==> config.mk <==
export PLATFORM = sky130hd
export DESIGN_NAME = dmah_queue
export DESIGN_NICKNAME = d
export VERILOG_FILES = /design/src/rtl/dmah_pkg.sv /design/src/rtl/dmah_queue.sv
export VERILOG_INCLUDE_DIRS = /design/src /design/src/rtl
export SDC_FILE = /design/constraint.sdc
export NUM_CORES = 1
export LEC_CHECK = 0
export BUFFER_PORTS_ARGS = -buffer_cell sky130_fd_sc_hd__buf_2
export CORE_AREA = 2 2 111 113
export CTS_BUF_LIST = sky130_fd_sc_hd__clkbuf_4 sky130_fd_sc_hd__clkbuf_8
export DETAILED_ROUTE_END_ITERATION = 8
export DIE_AREA = 0 0 113 115
export GPL_TIMING_DRIVEN = 0
export PLACE_DENSITY_LB_ADDON = 0.1
export SLEW_MARGIN = 30
export SYNTH_ARGS = -nofsm -noshare
export SYNTH_HDL_FRONTEND = slang
export SYNTH_SLANG_ARGS = --single-unit
export TNS_END_PERCENT = 30
==> constraint.sdc <==
create_clock -name clk_i -period 4.5 [get_ports clk_i]
set_input_delay 0.675 -clock clk_i [delete_from_list [all_inputs] [get_ports clk_i]]
set_output_delay 0.675 -clock clk_i [all_outputs]
set_load 0.02 [all_outputs]
==> src/rtl/daily_minute_activity_histogram_defines.svh <==
// Assertion helpers shared by the histogram RTL.
`ifndef DAILY_MINUTE_ACTIVITY_HISTOGRAM_DEFINES_SVH
`define DAILY_MINUTE_ACTIVITY_HISTOGRAM_DEFINES_SVH

// Check that cons holds in every cycle in which ante holds.
`define DMAH_ASSERT_IMP(name, clk, rst_n, ante, cons, msg) \
  name: assert property (@(posedge clk) disable iff (!rst_n) (ante) |-> (cons)) \
    else $error(msg);

// Check that cond never holds.
`define DMAH_ASSERT_NEVER(name, clk, rst_n, cond, msg) \
  name: assert property (@(posedge clk) disable iff (!rst_n) !(cond)) \
    else $error(msg);

`endif

==> src/rtl/dmah_pkg.sv <==
`timescale 1ns / 1ps

package dmah_pkg;

  // Default geometry of the histogram
  localparam int unsigned PERIOD_SECONDS_DEF = 86400;
  localparam int unsigned NUM_BINS_DEF       = 1440;
  localparam int unsigned BIN_SECONDS_DEF    = 60;
  localparam int unsigned COUNT_WIDTH_DEF    = 32;

  // Fixed field widths
  localparam int unsigned TIME_W  = 32;
  localparam int unsigned INDEX_W = 11;

  // Command queue between front and back, power of two
  localparam int unsigned QUEUE_DEPTH = 2;

  typedef enum logic {
    FUNC_RECORD = 1'b0,
    FUNC_READ   = 1'b1
  } func_e;

  // Classified command as it travels through the queue
  typedef struct packed {
    logic               is_read;
    logic [TIME_W-1:0]  event_time;
    logic [INDEX_W-1:0] bin_index;
    logic               index_ok;
    logic [TIME_W-1:0]  index_offset;
  } cmd_t;

  typedef struct packed {
    logic full;
    logic empty;
  } q_status_t;

endpackage

==> src/rtl/dmah_queue.sv <==
`timescale 1ns / 1ps
`include "daily_minute_activity_histogram_defines.svh"

module dmah_queue (
  input  logic                clk_i,
  input  logic                rst_ni,
  input  logic                push_i,
  input  dmah_pkg::cmd_t      cmd_i,
  input  logic                pop_i,
  output dmah_pkg::q_status_t status_o,
  output dmah_pkg::cmd_t      head_o
);

  localparam int unsigned PW = (dmah_pkg::QUEUE_DEPTH > 1) ? $clog2(dmah_pkg::QUEUE_DEPTH) : 1;
  localparam int unsigned CW = $clog2(dmah_pkg::QUEUE_DEPTH + 1);

  dmah_pkg::cmd_t mem_q [dmah_pkg::QUEUE_DEPTH];
  logic [PW-1:0]  wr_ptr_q, rd_ptr_q;
  logic [CW-1:0]  cnt_q, cnt_d;

  always_comb begin
    cnt_d = cnt_q;
    case ({push_i, pop_i})
      2'b10:   cnt_d = cnt_q + CW'(1);
      2'b01:   cnt_d = cnt_q - CW'(1);
      default: cnt_d = cnt_q;
    endcase
  end

  always_ff @(posedge clk_i or negedge rst_ni) begin
    if (!rst_ni) begin
      wr_ptr_q <= '0;
      rd_ptr_q <= '0;
      cnt_q    <= '0;
    end else begin
      if (push_i) begin
        wr_ptr_q <= wr_ptr_q + PW'(1);
      end
      if (pop_i) begin
        rd_ptr_q <= rd_ptr_q + PW'(1);
      end
      cnt_q <= cnt_d;
    end
  end

  always_ff @(posedge clk_i) begin
    if (push_i) begin
      mem_q[wr_ptr_q] <= cmd_i;
    end
  end

  assign head_o         = mem_q[rd_ptr_q];
  assign status_o.full  = (cnt_q == CW'(dmah_pkg::QUEUE_DEPTH));
  assign status_o.empty = (cnt_q == '0);

  `DMAH_ASSERT_IMP(a_pop_not_empty, clk_i, rst_ni, pop_i, !status_o.empty, "pop from empty queue")
  `DMAH_ASSERT_IMP(a_push_not_full, clk_i, rst_ni, push_i, !status_o.full, "push into full queue")

endmodule

==> results.txt <==
----------------------------------------------------
[Setup path]
  Endpoint of the most critical register-to-register path ... mem_q[0][49]
  Required arrival time at the worst endpoint ... 3830 ps
  Category of cells accounting for the largest share of critical-path delay ... buffers and inverters
  CP dominant cell by count ... buf_6
  Worst setup path category ... reg2out
  Worst setup SP type ... register
  Critical-path cell list ... buf_6 > buf_6 > buf_6 > mux2_4 > buf_2
  Delay of the slowest cell on the worst path ... 340 ps
  Max Fanout on Critical Path ... 10
  Data arrival time at the worst-slack endpoint ... 1720 ps
  Cell depth of the worst flop-to-flop path ... 4
  CP max-delay cell ... dfrtp_1
  Reg2Reg Setup Slack ... 2700 ps
  Count of buffer and inverter cells on the critical path ... 4
  Critical register-to-register path startpoint ... wr_ptr_q
  Setup crit end kind ... primary output

[Floorplan]
  Total die area ... 0.0130 mm²
  Initial Utilization ... 49.3%
  Height of the die ... 115 µm
  Core region area ... 0.0118 mm²
  Site Rows ... 40
  Die width ... 113 µm
  Number of ports placed on the die boundary ... 160

[Route]
  Vias after detailed routing ... 2931
  DRC violation count after routing ... 10
  Post-route ant nets ... 0
  Vias per Instance ... 4.89
  First-pass iteration count of the detailed router ... 6
  Aggregate routed wire length ... 9980 µm
  Avg WL per Cell ... 16.7 µm
  Number of violations reported at the end of detailed-routing iteration 0 ... 165

[Timing]
  Measured slew at the worst slew-check pin ... 613 ps
  Fin crit period ... 2400 ps
  Final setup viols ... 0
  Post-route worst hold slack ... 28.6 ps
  Number of hold violations in the final report ... 0
  Final cycle utilization of the critical path ... 53.3%
  Final Worst Setup Slack ... 2100 ps
  Fmax ... 417 MHz
  Slew Viols, Final ... 0
  Worst clock skew on the final layout ... 10.5 ps
  Worst slew margin ... 59.0%
  Setup repair after global routing missed its margin ... false

[Finish]
  Layout overhead on the synthesized area ... 25.8%
  End-of-flow core utilization ... 62.0%
  Share of cells above drive strength 1 ... 61.7%
  Total Nets Final ... 522
  # diodes ... 0

[Clock network]
  Number of buffers inserted to repair setup after CTS ... 0
  Buffer type at the clock tree root ... clkbuf_8
  Sinks on Clock Net ... 158
  Clk buf depth ... 2
  Clock tree from TritonCTS ... built
  Post-cts hold buffer count ... 0
  Number of buffers created by CTS ... 17
  Clock Pin Slew Worst Setup and Hold Paths ... 70 ps
  H-tree levels ... 4
  Number of resized instances in the post-cts repair step ... 0
  Clock network latency to the later pin of the worst-skew pair ... 440 ps

[Run status]
  Outcome ... finished with violations
  Failing checks ... design-rule violations

[Power]
  Max VDD drop ... 0.364 mV
  Post-layout total power ... 4.64 mW
  Static Leakage ... 2.85 nW
  Total power density per cell area ... 634 mW/mm²

[Synth]
  Post-synthesis xor/xnor area fraction ... 0.752%
  Post-synthesis cell count ... 256
  Cell type with the largest total area after synthesis ... edfxtp_1
  Netlist Area Pre-Place ... 0.00582 mm²
  Cell types occupying the most area after synthesis ... edfxtp_1 (79%), mux2_2 (11%), mux2_4 (5.2%)
  Largest family of logic cells by synthesized area ... multiplexers
  Number of different library cells in the post-synthesis netlist ... 13
  Post-Syn Nets ... 338
  Share of the synthesized area in the top cell type ... 79.4%
  Post-synthesis sequential area ratio ... 81.2%
  Adder-cell share of the synthesized area ... 0.215%
  Area fraction in and, or, nand and nor cells after synthesis ... 0.408%
  Yosys warning count ... 0
  Flip-flop and latch count after synthesis ... 158
  Share of synthesized area spent on multiplexers ... 16.2%
  Syn Area/Cell ... 22.7 µm²
  Synth Area in Compound Gates ... 0%

[Worst hold path]
  Hold crit path type ... in2async

[GRT]
  Maximum number of pins on one net before global-route repair ... 31
  Antenna violations before repair ... 1
  Total routing usage reported by global routing ... 15.9%
  Wire length of the first global-routing pass ... 15200 µm
  Via count of the first global-routing pass ... 3035
  Final global-route overflow total ... 0

[Placement]
  Post-placement worst setup slack ... 2210 ps
  RePlAce Congestion ... 0.668
  Estimated wirelength of the detail-placed design ... 6860 µm
  # port buffers ... 159

[Run]
  Max-cap violations ... 0

----------------------------------------------------
## state kept, by name, summed over array words and instances, names as in the netlist
name / cells
mem_q: 154
rd_ptr_q: 1
wr_ptr_q: 1
cnt_q: 2
## synth_stat cells
cell type / count
xnor2_1: 2
nor2b_1: 1
inv_1: 1
nor2_1: 3
xor2_1: 3
mux2_4: 20
dfrtp_1: 4
buf_6: 4
buf_2: 5
ha_1: 1
edfxtp_1: 154
and2_1: 1
mux2_2: 57
## cells by family after synthesis
family,Yosys count
multiplexers,77
flip-flops,158
XOR/XNOR,5
AND/OR/NAND/NOR,5
adder cells (fa/ha/maj),1
buffers and inverters,10
## per-stage QoR
stage | std cells | instance area (µm²) | TNS [ps]
after floorplan | 256 | 5820 | 0
after global placement | 562 | 6800 | -145080
after detailed placement | 568 | 6960 | 0
after CTS | 599 | 7320 | 0
after global routing | 599 | 7320 | 0
final | 599 | 7320 | 0
## layer usage
layer	up-vias	GRT usage (%)	share of wire [%]
met5	-	0	0.13
met4	2	7.32	1.7
met3	16	6.27	8.1
met2	104	27.3	52
met1	1427	17.3	38
li1	1382	-	-
## area by class of cell
class	instances	area, µm²
Fill cell	900	4490
Buffer	9	70.1
Clock buffer	21	264
Timing Repair Buffer	165	946
Tap cell	147	184
Inverter	1	3.75
Multi-Input combinational cell	88	1030
Clock inverter	10	97.6
Sequential cell	158	4720
## power breakdown
| group | switching (mW) | internal [mW] | total (mW) |
|---|---|---|---|
| Sequential | 0.0699 | 1.95 | 2.02 |
| Clock | 0.465 | 0.503 | 0.968 |
| Combinational | 0.935 | 0.722 | 1.66 |
| Total | 1.47 | 3.17 | 4.64 |
## worst max-delay path by stage
stage,endpoint,slack [ps],depth (start not counted),start
finish,head_o[41],2100,5,rd_ptr_q
global route,head_o[41],1990,5,rd_ptr_q
CTS,head_o[41],2050,5,rd_ptr_q
detailed placement,mem_q[0][49],2210,6,push_i
global placement,mem_q[0][29],-1890,3,push_i
floorplan,mem_q[0][0],70,2,push_i
## cell usage in the layout, fill, tap and decap left out, drive strengths merged, types with 2 or more instances in the layout
cell type and count:
buf 174, edfxtp 154, mux2 77, clkbuf 21, clkinv 8, dfrtp 4
xor2 3, nor2 3, xnor2 2, bufinv 2
No activity file was read; power rests on OpenSTA's default activity.
