## src/rtl/daily_minute_activity_histogram_defines.svh

```systemverilog
// Assertion helpers shared by the histogram RTL.
`ifndef DAILY_MINUTE_ACTIVITY_HISTOGRAM_DEFINES_SVH
`define DAILY_MINUTE_ACTIVITY_HISTOGRAM_DEFINES_SVH

// Check that cons holds in every cycle in which ante holds.
`define DMAH_ASSERT_IMP(name, clk, rst_n, ante, cons, msg) \
  name: assert property (@(posedge clk) disable iff (!rst_n) (ante) |-> (cons)) \
    else $error(msg);

// Check that cond never holds.
`define DMAH_ASSERT_NEVER(name, clk, rst_n, cond, msg) \
  name: assert property (@(posedge clk) disable iff (!rst_n) !(cond)) \
    else $error(msg);

`endif

```

## src/rtl/dmah_pkg.sv

```systemverilog
`timescale 1ns / 1ps

package dmah_pkg;

  // Default geometry of the histogram
  localparam int unsigned PERIOD_SECONDS_DEF = 86400;
  localparam int unsigned NUM_BINS_DEF       = 1440;
  localparam int unsigned BIN_SECONDS_DEF    = 60;
  localparam int unsigned COUNT_WIDTH_DEF    = 32;

  // Fixed field widths
  localparam int unsigned TIME_W  = 32;
  localparam int unsigned INDEX_W = 11;

  // Command queue between front and back, power of two
  localparam int unsigned QUEUE_DEPTH = 2;

  typedef enum logic {
    FUNC_RECORD = 1'b0,
    FUNC_READ   = 1'b1
  } func_e;

  // Classified command as it travels through the queue
  typedef struct packed {
    logic               is_read;
    logic [TIME_W-1:0]  event_time;
    logic [INDEX_W-1:0] bin_index;
    logic               index_ok;
    logic [TIME_W-1:0]  index_offset;
  } cmd_t;

  typedef struct packed {
    logic full;
    logic empty;
  } q_status_t;

endpackage

```

## src/rtl/dmah_front.sv

```systemverilog
`timescale 1ns / 1ps

module dmah_front #(
  parameter int unsigned NUM_BINS    = dmah_pkg::NUM_BINS_DEF,
  parameter int unsigned BIN_SECONDS = dmah_pkg::BIN_SECONDS_DEF
) (
  input  logic                         in_valid_i,
  output logic                         in_stall_o,
  input  logic                         func_i,
  input  logic [dmah_pkg::TIME_W-1:0]  event_time_i,
  input  logic [dmah_pkg::INDEX_W-1:0] bin_index_i,
  input  dmah_pkg::q_status_t          q_status_i,
  output logic                         push_o,
  output dmah_pkg::cmd_t               cmd_o
);

  localparam logic [dmah_pkg::TIME_W-1:0] NumBinsT = dmah_pkg::TIME_W'(NUM_BINS);
  localparam logic [dmah_pkg::TIME_W-1:0] BinSecT  = dmah_pkg::TIME_W'(BIN_SECONDS);

  // Stall only on a full queue
  assign in_stall_o = q_status_i.full;
  assign push_o     = in_valid_i & ~q_status_i.full;

  // Decode and precompute the state-free parts of a read
  always_comb begin
    cmd_o.is_read      = (dmah_pkg::func_e'(func_i) == dmah_pkg::FUNC_READ);
    cmd_o.event_time   = event_time_i;
    cmd_o.bin_index    = bin_index_i;
    cmd_o.index_ok     = dmah_pkg::TIME_W'(bin_index_i) < NumBinsT;
    cmd_o.index_offset = dmah_pkg::TIME_W'(bin_index_i) * BinSecT;
  end

endmodule

```

## config.mk

```make
export PLATFORM = sky130hd
export DESIGN_NAME = dmah_front
export DESIGN_NICKNAME = d
export VERILOG_FILES = /design/src/rtl/daily_minute_activity_histogram_defines.svh /design/src/rtl/dmah_pkg.sv /design/src/rtl/dmah_front.sv
export SDC_FILE = /design/constraint.sdc
export NUM_CORES = 1
export LEC_CHECK = 0
export BUFFER_PORTS_ARGS = -buffer_cell sky130_fd_sc_hd__buf_2
export CAP_MARGIN = 30
export CORE_MARGIN = 1
export CORE_UTILIZATION = 35
export DETAILED_ROUTE_END_ITERATION = 10
export PLACE_DENSITY = 0.75
export SLEW_MARGIN = 15
export SYNTH_ARGS = -nofsm -noshare
export SYNTH_HDL_FRONTEND = slang
export SYNTH_SLANG_ARGS = --single-unit
```

## constraint.sdc

```tcl
create_clock -name vclk -period 3.04
set_input_delay 0 -clock vclk [all_inputs]
set_output_delay 0 -clock vclk [all_outputs]
set_load 0.01 [all_outputs]
```

==> flow_summary.ini, run 1 <==
[run_status]
outcome = finished, final reports clean

[cells_and_area]
design.seq.count = 0
antenna_cells = 0
nClkBuffers = 0
nets = 291
syn2layout_area_growth_pct = -6.46
drive_gt1_frac = 0.262
utilization = 0.340
seq_area_um2 = 0
fin_area_um2 = 1590
num-fill-cells = 518

[clock_tree]
post-cts-setup-buffers = 0
cts_hold_buffers = 0
ctsResizeCount = 0

[floorplanning]
die_height_um = 71.8
core_area_um2 = 4690
rows = 25
initial_core_util = 0.363
die-area_um2 = 5150
ios = 126
die_x_um = 71.8

[yosys]
synth.area.top_cells = buf_4 28%, fa_1 22%, ha_1 15%
yosysSeqAreaShare = 0
synth_area_um2 = 1700
synth_cell_type_count = 36
synth_cells = 206
synth_top_area_share = 0.278
synth_common_cells = 63 x buf_4, 35 x inv_1, 21 x ha_1, 19 x fa_1, 14 x a21oi_1
postSynthAreaPerCell_um2 = 8.27
yosysMostFrequentCell = buf_4
yosys.area.top_type = buf_4
yosysWarnings = 0

[drt]
wire_per_inst_um = 10.2
drtAntennaViolNets = 0
vias = 1181
via_per_inst = 4.61
route.detailed.drc = 0
drt-total-wl_um = 2620
first_iter_violations = 21
first_pass_iters = 4

[setup_path]
endpoint_kind = output port
required_ns = 3.04
startpoint_type = input pin
cp-endpoint = cmd_o[16]
cp.arrival_ns = 2.83
cp_max_fo = 5
setup.worst_path.class = input pin to output port
setup.worst_path.start = bin_index_i[4]

[global_routing]
grt_use_total = 0.103
grt_max_degree = 12
grt_pass1_wl_um = 4510
grt_overflow = 0
grt_pass1_vias = 1088
antenna_found_initial = 0

[pwr]
p_sw_uw = 419
finalPower_uw = 744
powerDensity_nw_per_um2 = 467
internal-power_uw = 325
vdd_drop_max_mv = 0.233
power_frac_comb = 1.000
swShare = 0.563
sequentialPowerShare = 0
pwr-share-clk = 0
p_leak_nw = 0.892

[place]
routabilityCongestion = 0.818
io_buffers = 42
dp_hpwl_um = 2320
place_area_um2 = 1580

[timing]
finalMaxSlewViolations = 0
fin_crit_sh = 0.932
setup_viol = 0
holdWs_ns = 0.00000392
totalNegativeSetupSlack_ns = 0
grt_setup_unrepaired = false
clock.fmax_mhz = 353
layout_min_cycle_time_ns = 2.83
hold_violations = 0

[flow_run]
cap_violations = 0

[hold_path]
hold_class = input pin to output port
-- layout by cell type, fill, tap and decap left out --
cell type	n
and3_4	1
nor4b_2	1
a311oi_1	1
ha_4	1
xnor2_1	2
nand3_1	1
nand4_1	2
o31ai_1	2
nor4_1	1
o21ai_0	4
and2_1	1
a31oi_1	1
nor2_1	6
a311o_1	1
a211oi_2	1
o21a_1	2
inv_1	33
nor2b_4	1
ha_1	20
a21boi_1	1
buf_4	2
o31a_1	1
nor3_1	1
and3_1	1
o311a_4	1
a21o_1	6
buf_2	42
nor2b_1	1
nand2_1	5
inv_2	2
nor4b_1	1
xor2_1	3
conb_1	17
mux2_2	1
a2111oi_1	1
a21oi_1	14
a211oi_1	1
fa_1	19
-- power groups by stage --
stage                     Combinational, mW  Clock (mW)  Sequential (mW)
after global placement                0.718           0                0
after detailed placement              0.736           0                0
after global routing                  0.841           0                0
final                                 0.744           0                0
after floorplan                       0.595           0                0
after CTS                             0.740           0                0
-- critical path: stages --
cell and delay (ns):
buf_2 0.12, inv_1 0.15, fa_1 0.46, fa_1 0.51, inv_1 0.04, ha_1 0.35, o21a_1 0.20, o31a_1 0.14
o311a_4 0.35, and3_4 0.19, a211oi_2 0.17, buf_2 0.15
-- logic make-up (layout without fill, tap and decap cells) --
| group | count (synthesis) | count (layout) | synth area share |
|---|---|---|---|
| AO/OA/AOI/OAI | 37 | 37 | 0.151 |
| XOR/XNOR | 5 | 5 | 0.0257 |
| adder cells (fa/ha/maj) | 40 | 40 | 0.377 |
| buffers and inverters | 99 | 79 | 0.357 |
| multiplexers | 1 | 1 | 0.00661 |
| other | 1 | 17 | 0.00220 |
| AND/OR/NAND/NOR | 23 | 23 | 0.0808 |
-- layer usage --
layer	up-vias	track usage	part of all wire
met3	0	0.00985	0.059
li1	577	-	-
met2	52	0.197	0.50
met4	0	0.00436	0
met5	-	0	0
met1	552	0.131	0.44
-- metrics by stage --
stage,setup slack (ns),cells
after floorplan,0.369,222
after global placement,0.106,256
after detailed placement,0.0824,256
after CTS,0.0696,256
after global routing,0.000905,256
final,0.208,256
-- worst min-delay path by stage --
| stage | from | end | slack [ns] | depth (start not counted) |
|---|---|---|---|---|
| 4_1_cts | event_time_i[0] | cmd_o[44] | 0.00007 | 0 |
| 3_5_place_dp | event_time_i[0] | cmd_o[44] | 0.00007 | 0 |
| 2_1_floorplan | q_status_i[1] | push_o | 0.05 | 1 |
| 6_report | event_time_i[20] | cmd_o[64] | 0.000004 | 0 |
| 5_1_grt | event_time_i[1] | cmd_o[45] | 0.00002 | 0 |
| 3_3_place_gp | event_time_i[0] | cmd_o[44] | 0.00007 | 0 |
-- cell type report --
| type | instances | area [um2] | share of cell area |
|---|---|---|---|
| inverter | 35 | 131 | 0.0824 |
| multi-input combinational | 123 | 1170 | 0.734 |
| tap | 54 | 67.6 | 0.0424 |
| timing repair buffer | 44 | 225 | 0.141 |
(Power assumes the default switching activity.)
==> run 2, diff against run 1 <==
--- a/config.mk
+++ b/config.mk
@@ -5,12 +5,12 @@
 export SDC_FILE = /design/constraint.sdc
 export NUM_CORES = 1
 export LEC_CHECK = 0
-export BUFFER_PORTS_ARGS = -buffer_cell sky130_fd_sc_hd__buf_2
+export BUFFER_PORTS_ARGS = -buffer_cell sky130_fd_sc_hd__buf_4
 export CAP_MARGIN = 30
 export CORE_MARGIN = 1
 export CORE_UTILIZATION = 35
 export DETAILED_ROUTE_END_ITERATION = 10
-export PLACE_DENSITY = 0.75
+export PLACE_DENSITY_LB_ADDON = 0.3
 export SLEW_MARGIN = 15
 export SYNTH_ARGS = -nofsm -noshare
 export SYNTH_HDL_FRONTEND = slang
==> flow_summary.ini, run 2 (synthesis results as in run 1) <==
[run_status]
outcome = finished, final reports clean

[floorplanning]
die_height_um = 71.8
rows = 25
die_x_um = 71.8
die-area_um2 = 5150
core_area_um2 = 4690
initial_core_util = 0.363
ios = 126

[drt]
route.detailed.drc = 0
drt-total-wl_um = 2640
drtAntennaViolNets = 0
vias = 1168
via_per_inst = 4.56
first_iter_violations = 29
first_pass_iters = 4
wire_per_inst_um = 10.3

[setup_path]
setup.worst_path.start = bin_index_i[3]
critical_path.cell_chain = buf_4 > clkinvlp_4 > fa_1 > fa_1 > inv_1 > ha_1 > nor2b_4 > o31a_1 > o311a_4 > and3_4 > a211oi_2 > buf_4
required_ns = 3.04
setup.worst_path.class = input pin to output port
cp-endpoint = cmd_o[16]
endpoint_kind = output port
cp.arrival_ns = 2.90
slowest_stage = fa_1
startpoint_type = input pin
cpPeakStageDelay_ns = 0.51
cp_max_fo = 4

[timing]
layout_min_cycle_time_ns = 2.90
totalNegativeSetupSlack_ns = 0
finalMaxSlewViolations = 0
grt_setup_unrepaired = false
clock.fmax_mhz = 345
setup_viol = 0
hold_violations = 0
fin_crit_sh = 0.954

[pwr]
p_leak_nw = 0.928
powerDensity_nw_per_um2 = 477
vdd_drop_max_mv = 0.200

[cells_and_area]
nets = 291
fin_area_um2 = 1700
syn2layout_area_growth_pct = -0.000235
drive_gt1_frac = 0.267
design.seq.count = 0
final_common_cell = buf_4
seq_area_um2 = 0
antenna_cells = 0
nClkBuffers = 0
num-fill-cells = 507
layout_common_cells = 44 x buf_4, 34 x inv_1, 21 x ha_1

[global_routing]
grt_pass1_vias = 1093
grt_max_degree = 12
grt_pass1_wl_um = 4460
grt_use_total = 0.101
antenna_found_initial = 0
grt_overflow = 0

[place]
place_area_um2 = 1690
dp_hpwl_um = 2360
io_buffers = 42
routabilityCongestion = 0.793

[clock_tree]
post-cts-setup-buffers = 0

[flow_run]
cap_violations = 0

[hold_path]
hold_path_depth = 0
hold_class = input pin to output port
[run 2: cell count changes in the layout (fill, tap and decap cells not counted), sizes merged]
| cell | previous run | this run |
|---|---|---|
| clkinvlp | 0 | 1 |
| inv | 35 | 34 |
[run 2: final cells by class]
cell class | count | area [um2] | area share
repair buffers | 44 | 330 | 0.194
well taps | 54 | 67.6 | 0.0396
multi-input cells | 123 | 1170 | 0.687
inverters | 35 | 135 | 0.0793
[run 2: stage by stage]
step	util	hold slack (ns)	total power, mW	instances	setup slack, ns
final	0.363	0.00000444	0.813	256	0.140
after global routing	0.363	0.0000167	0.919	256	0.00379
after global placement	0.359	0.0000686	0.803	256	0.104
after detailed placement	0.359	0.0000686	0.806	256	0.0955
after floorplan	-	0.0464	0.595	222	0.369
after CTS	0.359	0.0000686	0.810	256	0.0928
[run 2: power by group]
part | internal (mW) | switching, mW
clock network | 0 | 0
logic | 0.389 | 0.424
registers | 0 | 0
total | 0.389 | 0.424
[run 2: routing by layer]
layer	vias up	routed length [um]	GRT usage
li1	582	-	-
met1	534	1130	0.132
met2	52	1340	0.189
met3	0	164	0.00844
met4	0	0	0.00871
met5	-	0	0
[run 2: what timing repair did]
item                                   4_1_cts  5_1_grt
gates resized for setup                      0        5
setup endpoints to repair                    0        3
hold buffers                                 0        0
endpoints found under the hold margin        0        0
[run 2: worst min-delay path by stage]
| stage | from | endpoint | slack, ns |
|---|---|---|---|
| 6_report | func_i | cmd_o[76] | 0.000004 |
| 3_3_place_gp | event_time_i[1] | cmd_o[45] | 0.00007 |
| 5_1_grt | func_i | cmd_o[76] | 0.00002 |
| 3_5_place_dp | event_time_i[1] | cmd_o[45] | 0.00007 |
| 4_1_cts | event_time_i[1] | cmd_o[45] | 0.00007 |
| 2_1_floorplan | q_status_i[1] | push_o | 0.05 |
[run 2: critical path: cells and delay by family]
family                   cells  cell delay (ns)
adder cells (fa/ha/maj)      3             1.32
AO/OA/AOI/OAI                3             0.82
buffers and inverters        4             0.42
AND/OR/NAND/NOR              2             0.34
==> run 3, diff against run 2 <==
--- a/config.mk
+++ b/config.mk
@@ -5,7 +5,8 @@
 export SDC_FILE = /design/constraint.sdc
 export NUM_CORES = 1
 export LEC_CHECK = 0
-export BUFFER_PORTS_ARGS = -buffer_cell sky130_fd_sc_hd__buf_4
+export ABC_AREA = 1
+export BUFFER_PORTS_ARGS = -buffer_cell sky130_fd_sc_hd__buf_2
 export CAP_MARGIN = 30
 export CORE_MARGIN = 1
 export CORE_UTILIZATION = 35
==> flow_summary.ini, run 3 <==
[setup_path]
cp_max_fo = 5
slowest_stage = fa_1
critical_path.cell_chain = buf_2 > inv_1 > fa_1 > fa_1 > inv_1 > ha_1 > nand2_1 > inv_1 > a21oi_1 > nand3_1 > nand2_1 > nand2_1 > buf_2
cpPeakStageDelay_ns = 0.52
cp.arrival_ns = 2.47
setup.worst_path.class = input pin to output port
endpoint_kind = output port
required_ns = 3.04
startpoint_type = input pin

[cells_and_area]
nets = 352
syn2layout_area_growth_pct = -6.51
nClkBuffers = 0
stdcell_count = 330
drive_gt1_frac = 0.202
design.seq.count = 0
seq_area_um2 = 0
final_common_cell = inv_1
antenna_cells = 0
layout_common_cells = 63 x inv_1, 57 x nand2_1, 42 x buf_2

[timing]
layout_min_cycle_time_ns = 2.47
hold_violations = 0
grt_setup_unrepaired = false
totalNegativeSetupSlack_ns = 0
finalMaxSlewViolations = 0
setup_viol = 0
fin_crit_sh = 0.813
fin_ws_ns = 0.567
clock.fmax_mhz = 404

[floorplanning]
ios = 126
die_x_um = 74.2
rows = 25
die_height_um = 74.2
die-area_um2 = 5510
initial_core_util = 0.374
core_area_um2 = 4880

[yosys]
synth_cells = 268
yosysSeqAreaShare = 0
synth_cell_type_count = 17
synth_common_cells = 63 x buf_4, 63 x inv_1, 57 x nand2_1, 21 x ha_1, 19 x fa_1
synth_top_area_share = 0.259
synth.area.top_cells = buf_4 26%, fa_1 21%, ha_1 14%
yosys.area.top_type = buf_4
synth_area_um2 = 1830
postSynthAreaPerCell_um2 = 6.81
yosysWarnings = 0

[global_routing]
grt_pass1_wl_um = 4870
antenna_found_initial = 0
met1_usage = 0.154
grt_busiest_layer = met2
grt_use_met3 = 0.00407
grt_overflow = 0
grt_use_total = 0.107
met2_usage = 0.185
grt_pass1_vias = 1176
grt_max_degree = 7

[flow_run]
cap_violations = 0

[clock_tree]
post-cts-setup-buffers = 0
ctsResizeCount = 0
cts_hold_buffers = 0

[drt]
wire_per_inst_um = 8.51
drt-total-wl_um = 2810
route.detailed.drc = 0
first_iter_violations = 33
via_per_inst = 3.94
first_pass_iters = 4
drtAntennaViolNets = 0
vias = 1301

[run_status]
outcome = finished, final reports clean

[pwr]
p_leak_nw = 1.12
powerDensity_nw_per_um2 = 444
vdd_drop_max_mv = 0.146

[place]
io_buffers = 42
place_inst = 330
routabilityCongestion = 0.806
dp_slack_ns = 0.540
dp_hpwl_um = 2590

[hold_path]
hold_class = input pin to output port
[run 3: layer usage]
| metal | routed length (um) | vias to the layer above |
|---|---|---|
| met2 | 1200 | 46 |
| li1 | - | 693 |
| met3 | 170 | 2 |
| met1 | 1430 | 560 |
| met5 | 0 | - |
| met4 | 4 | 0 |
[run 3: worst max-delay path, delay by kind of cell]
kind | cells | cell delay, ns
AOI/OAI and AO/OA | 1 | 0.21
buffers and inverters | 5 | 0.57
and+or+nand+nor | 4 | 0.31
adders and majority gates | 3 | 1.37
[run 3: cell type report]
type / instances / area, um2
Inverter: 66 / 248
Timing Repair Buffer: 42 / 210
Multi-Input combinational cell: 155 / 1160
Fill cell: 553 / 3170
Tap cell: 67 / 83.8
[run 3: cell families (layout without fill, tap and decap cells)]
kind of cell / after synthesis / in the layout / synth area share
adder cells (fa/ha/maj): 40 / 40 / 0.352
AO/OA/AOI/OAI: 5 / 5 / 0.0144
XOR/XNOR: 6 / 6 / 0.0288
other: 1 / 17 / 0.00205
buffers and inverters: 129 / 108 / 0.395
AND/OR/NAND/NOR: 87 / 87 / 0.208
[run 3: final timing paths]
check | cells past startpoint | startpoint | slack (ns) | end
hold / removal | 0 | event_time_i[10] | 0.000004 | cmd_o[54]
setup / recovery | 13 | bin_index_i[8] | 0.57 | cmd_o[14]
[run 3: power breakdown]
group	switching, mW	leakage (nW)	internal, mW	total [mW]
Clock	0	0	0	0
Combinational	0.462	1.12	0.296	0.758
Sequential	0	0	0	0
Total	0.462	1.12	0.296	0.758
[run 3: stage by stage]
| step | hold slack [ns] | power [mW] | instance area (um2) | util |
|---|---|---|---|---|
| after floorplan | 0.0475 | 0.621 | 1890 | - |
| after global placement | 0.0000686 | 0.758 | 1710 | 0.350 |
| after detailed placement | 0.0000686 | 0.766 | 1710 | 0.350 |
| after CTS | 0.0000686 | 0.768 | 1710 | 0.350 |
| after global routing | 0.0000161 | 0.887 | 1710 | 0.350 |
| final | 0.00000445 | 0.758 | 1710 | 0.350 |
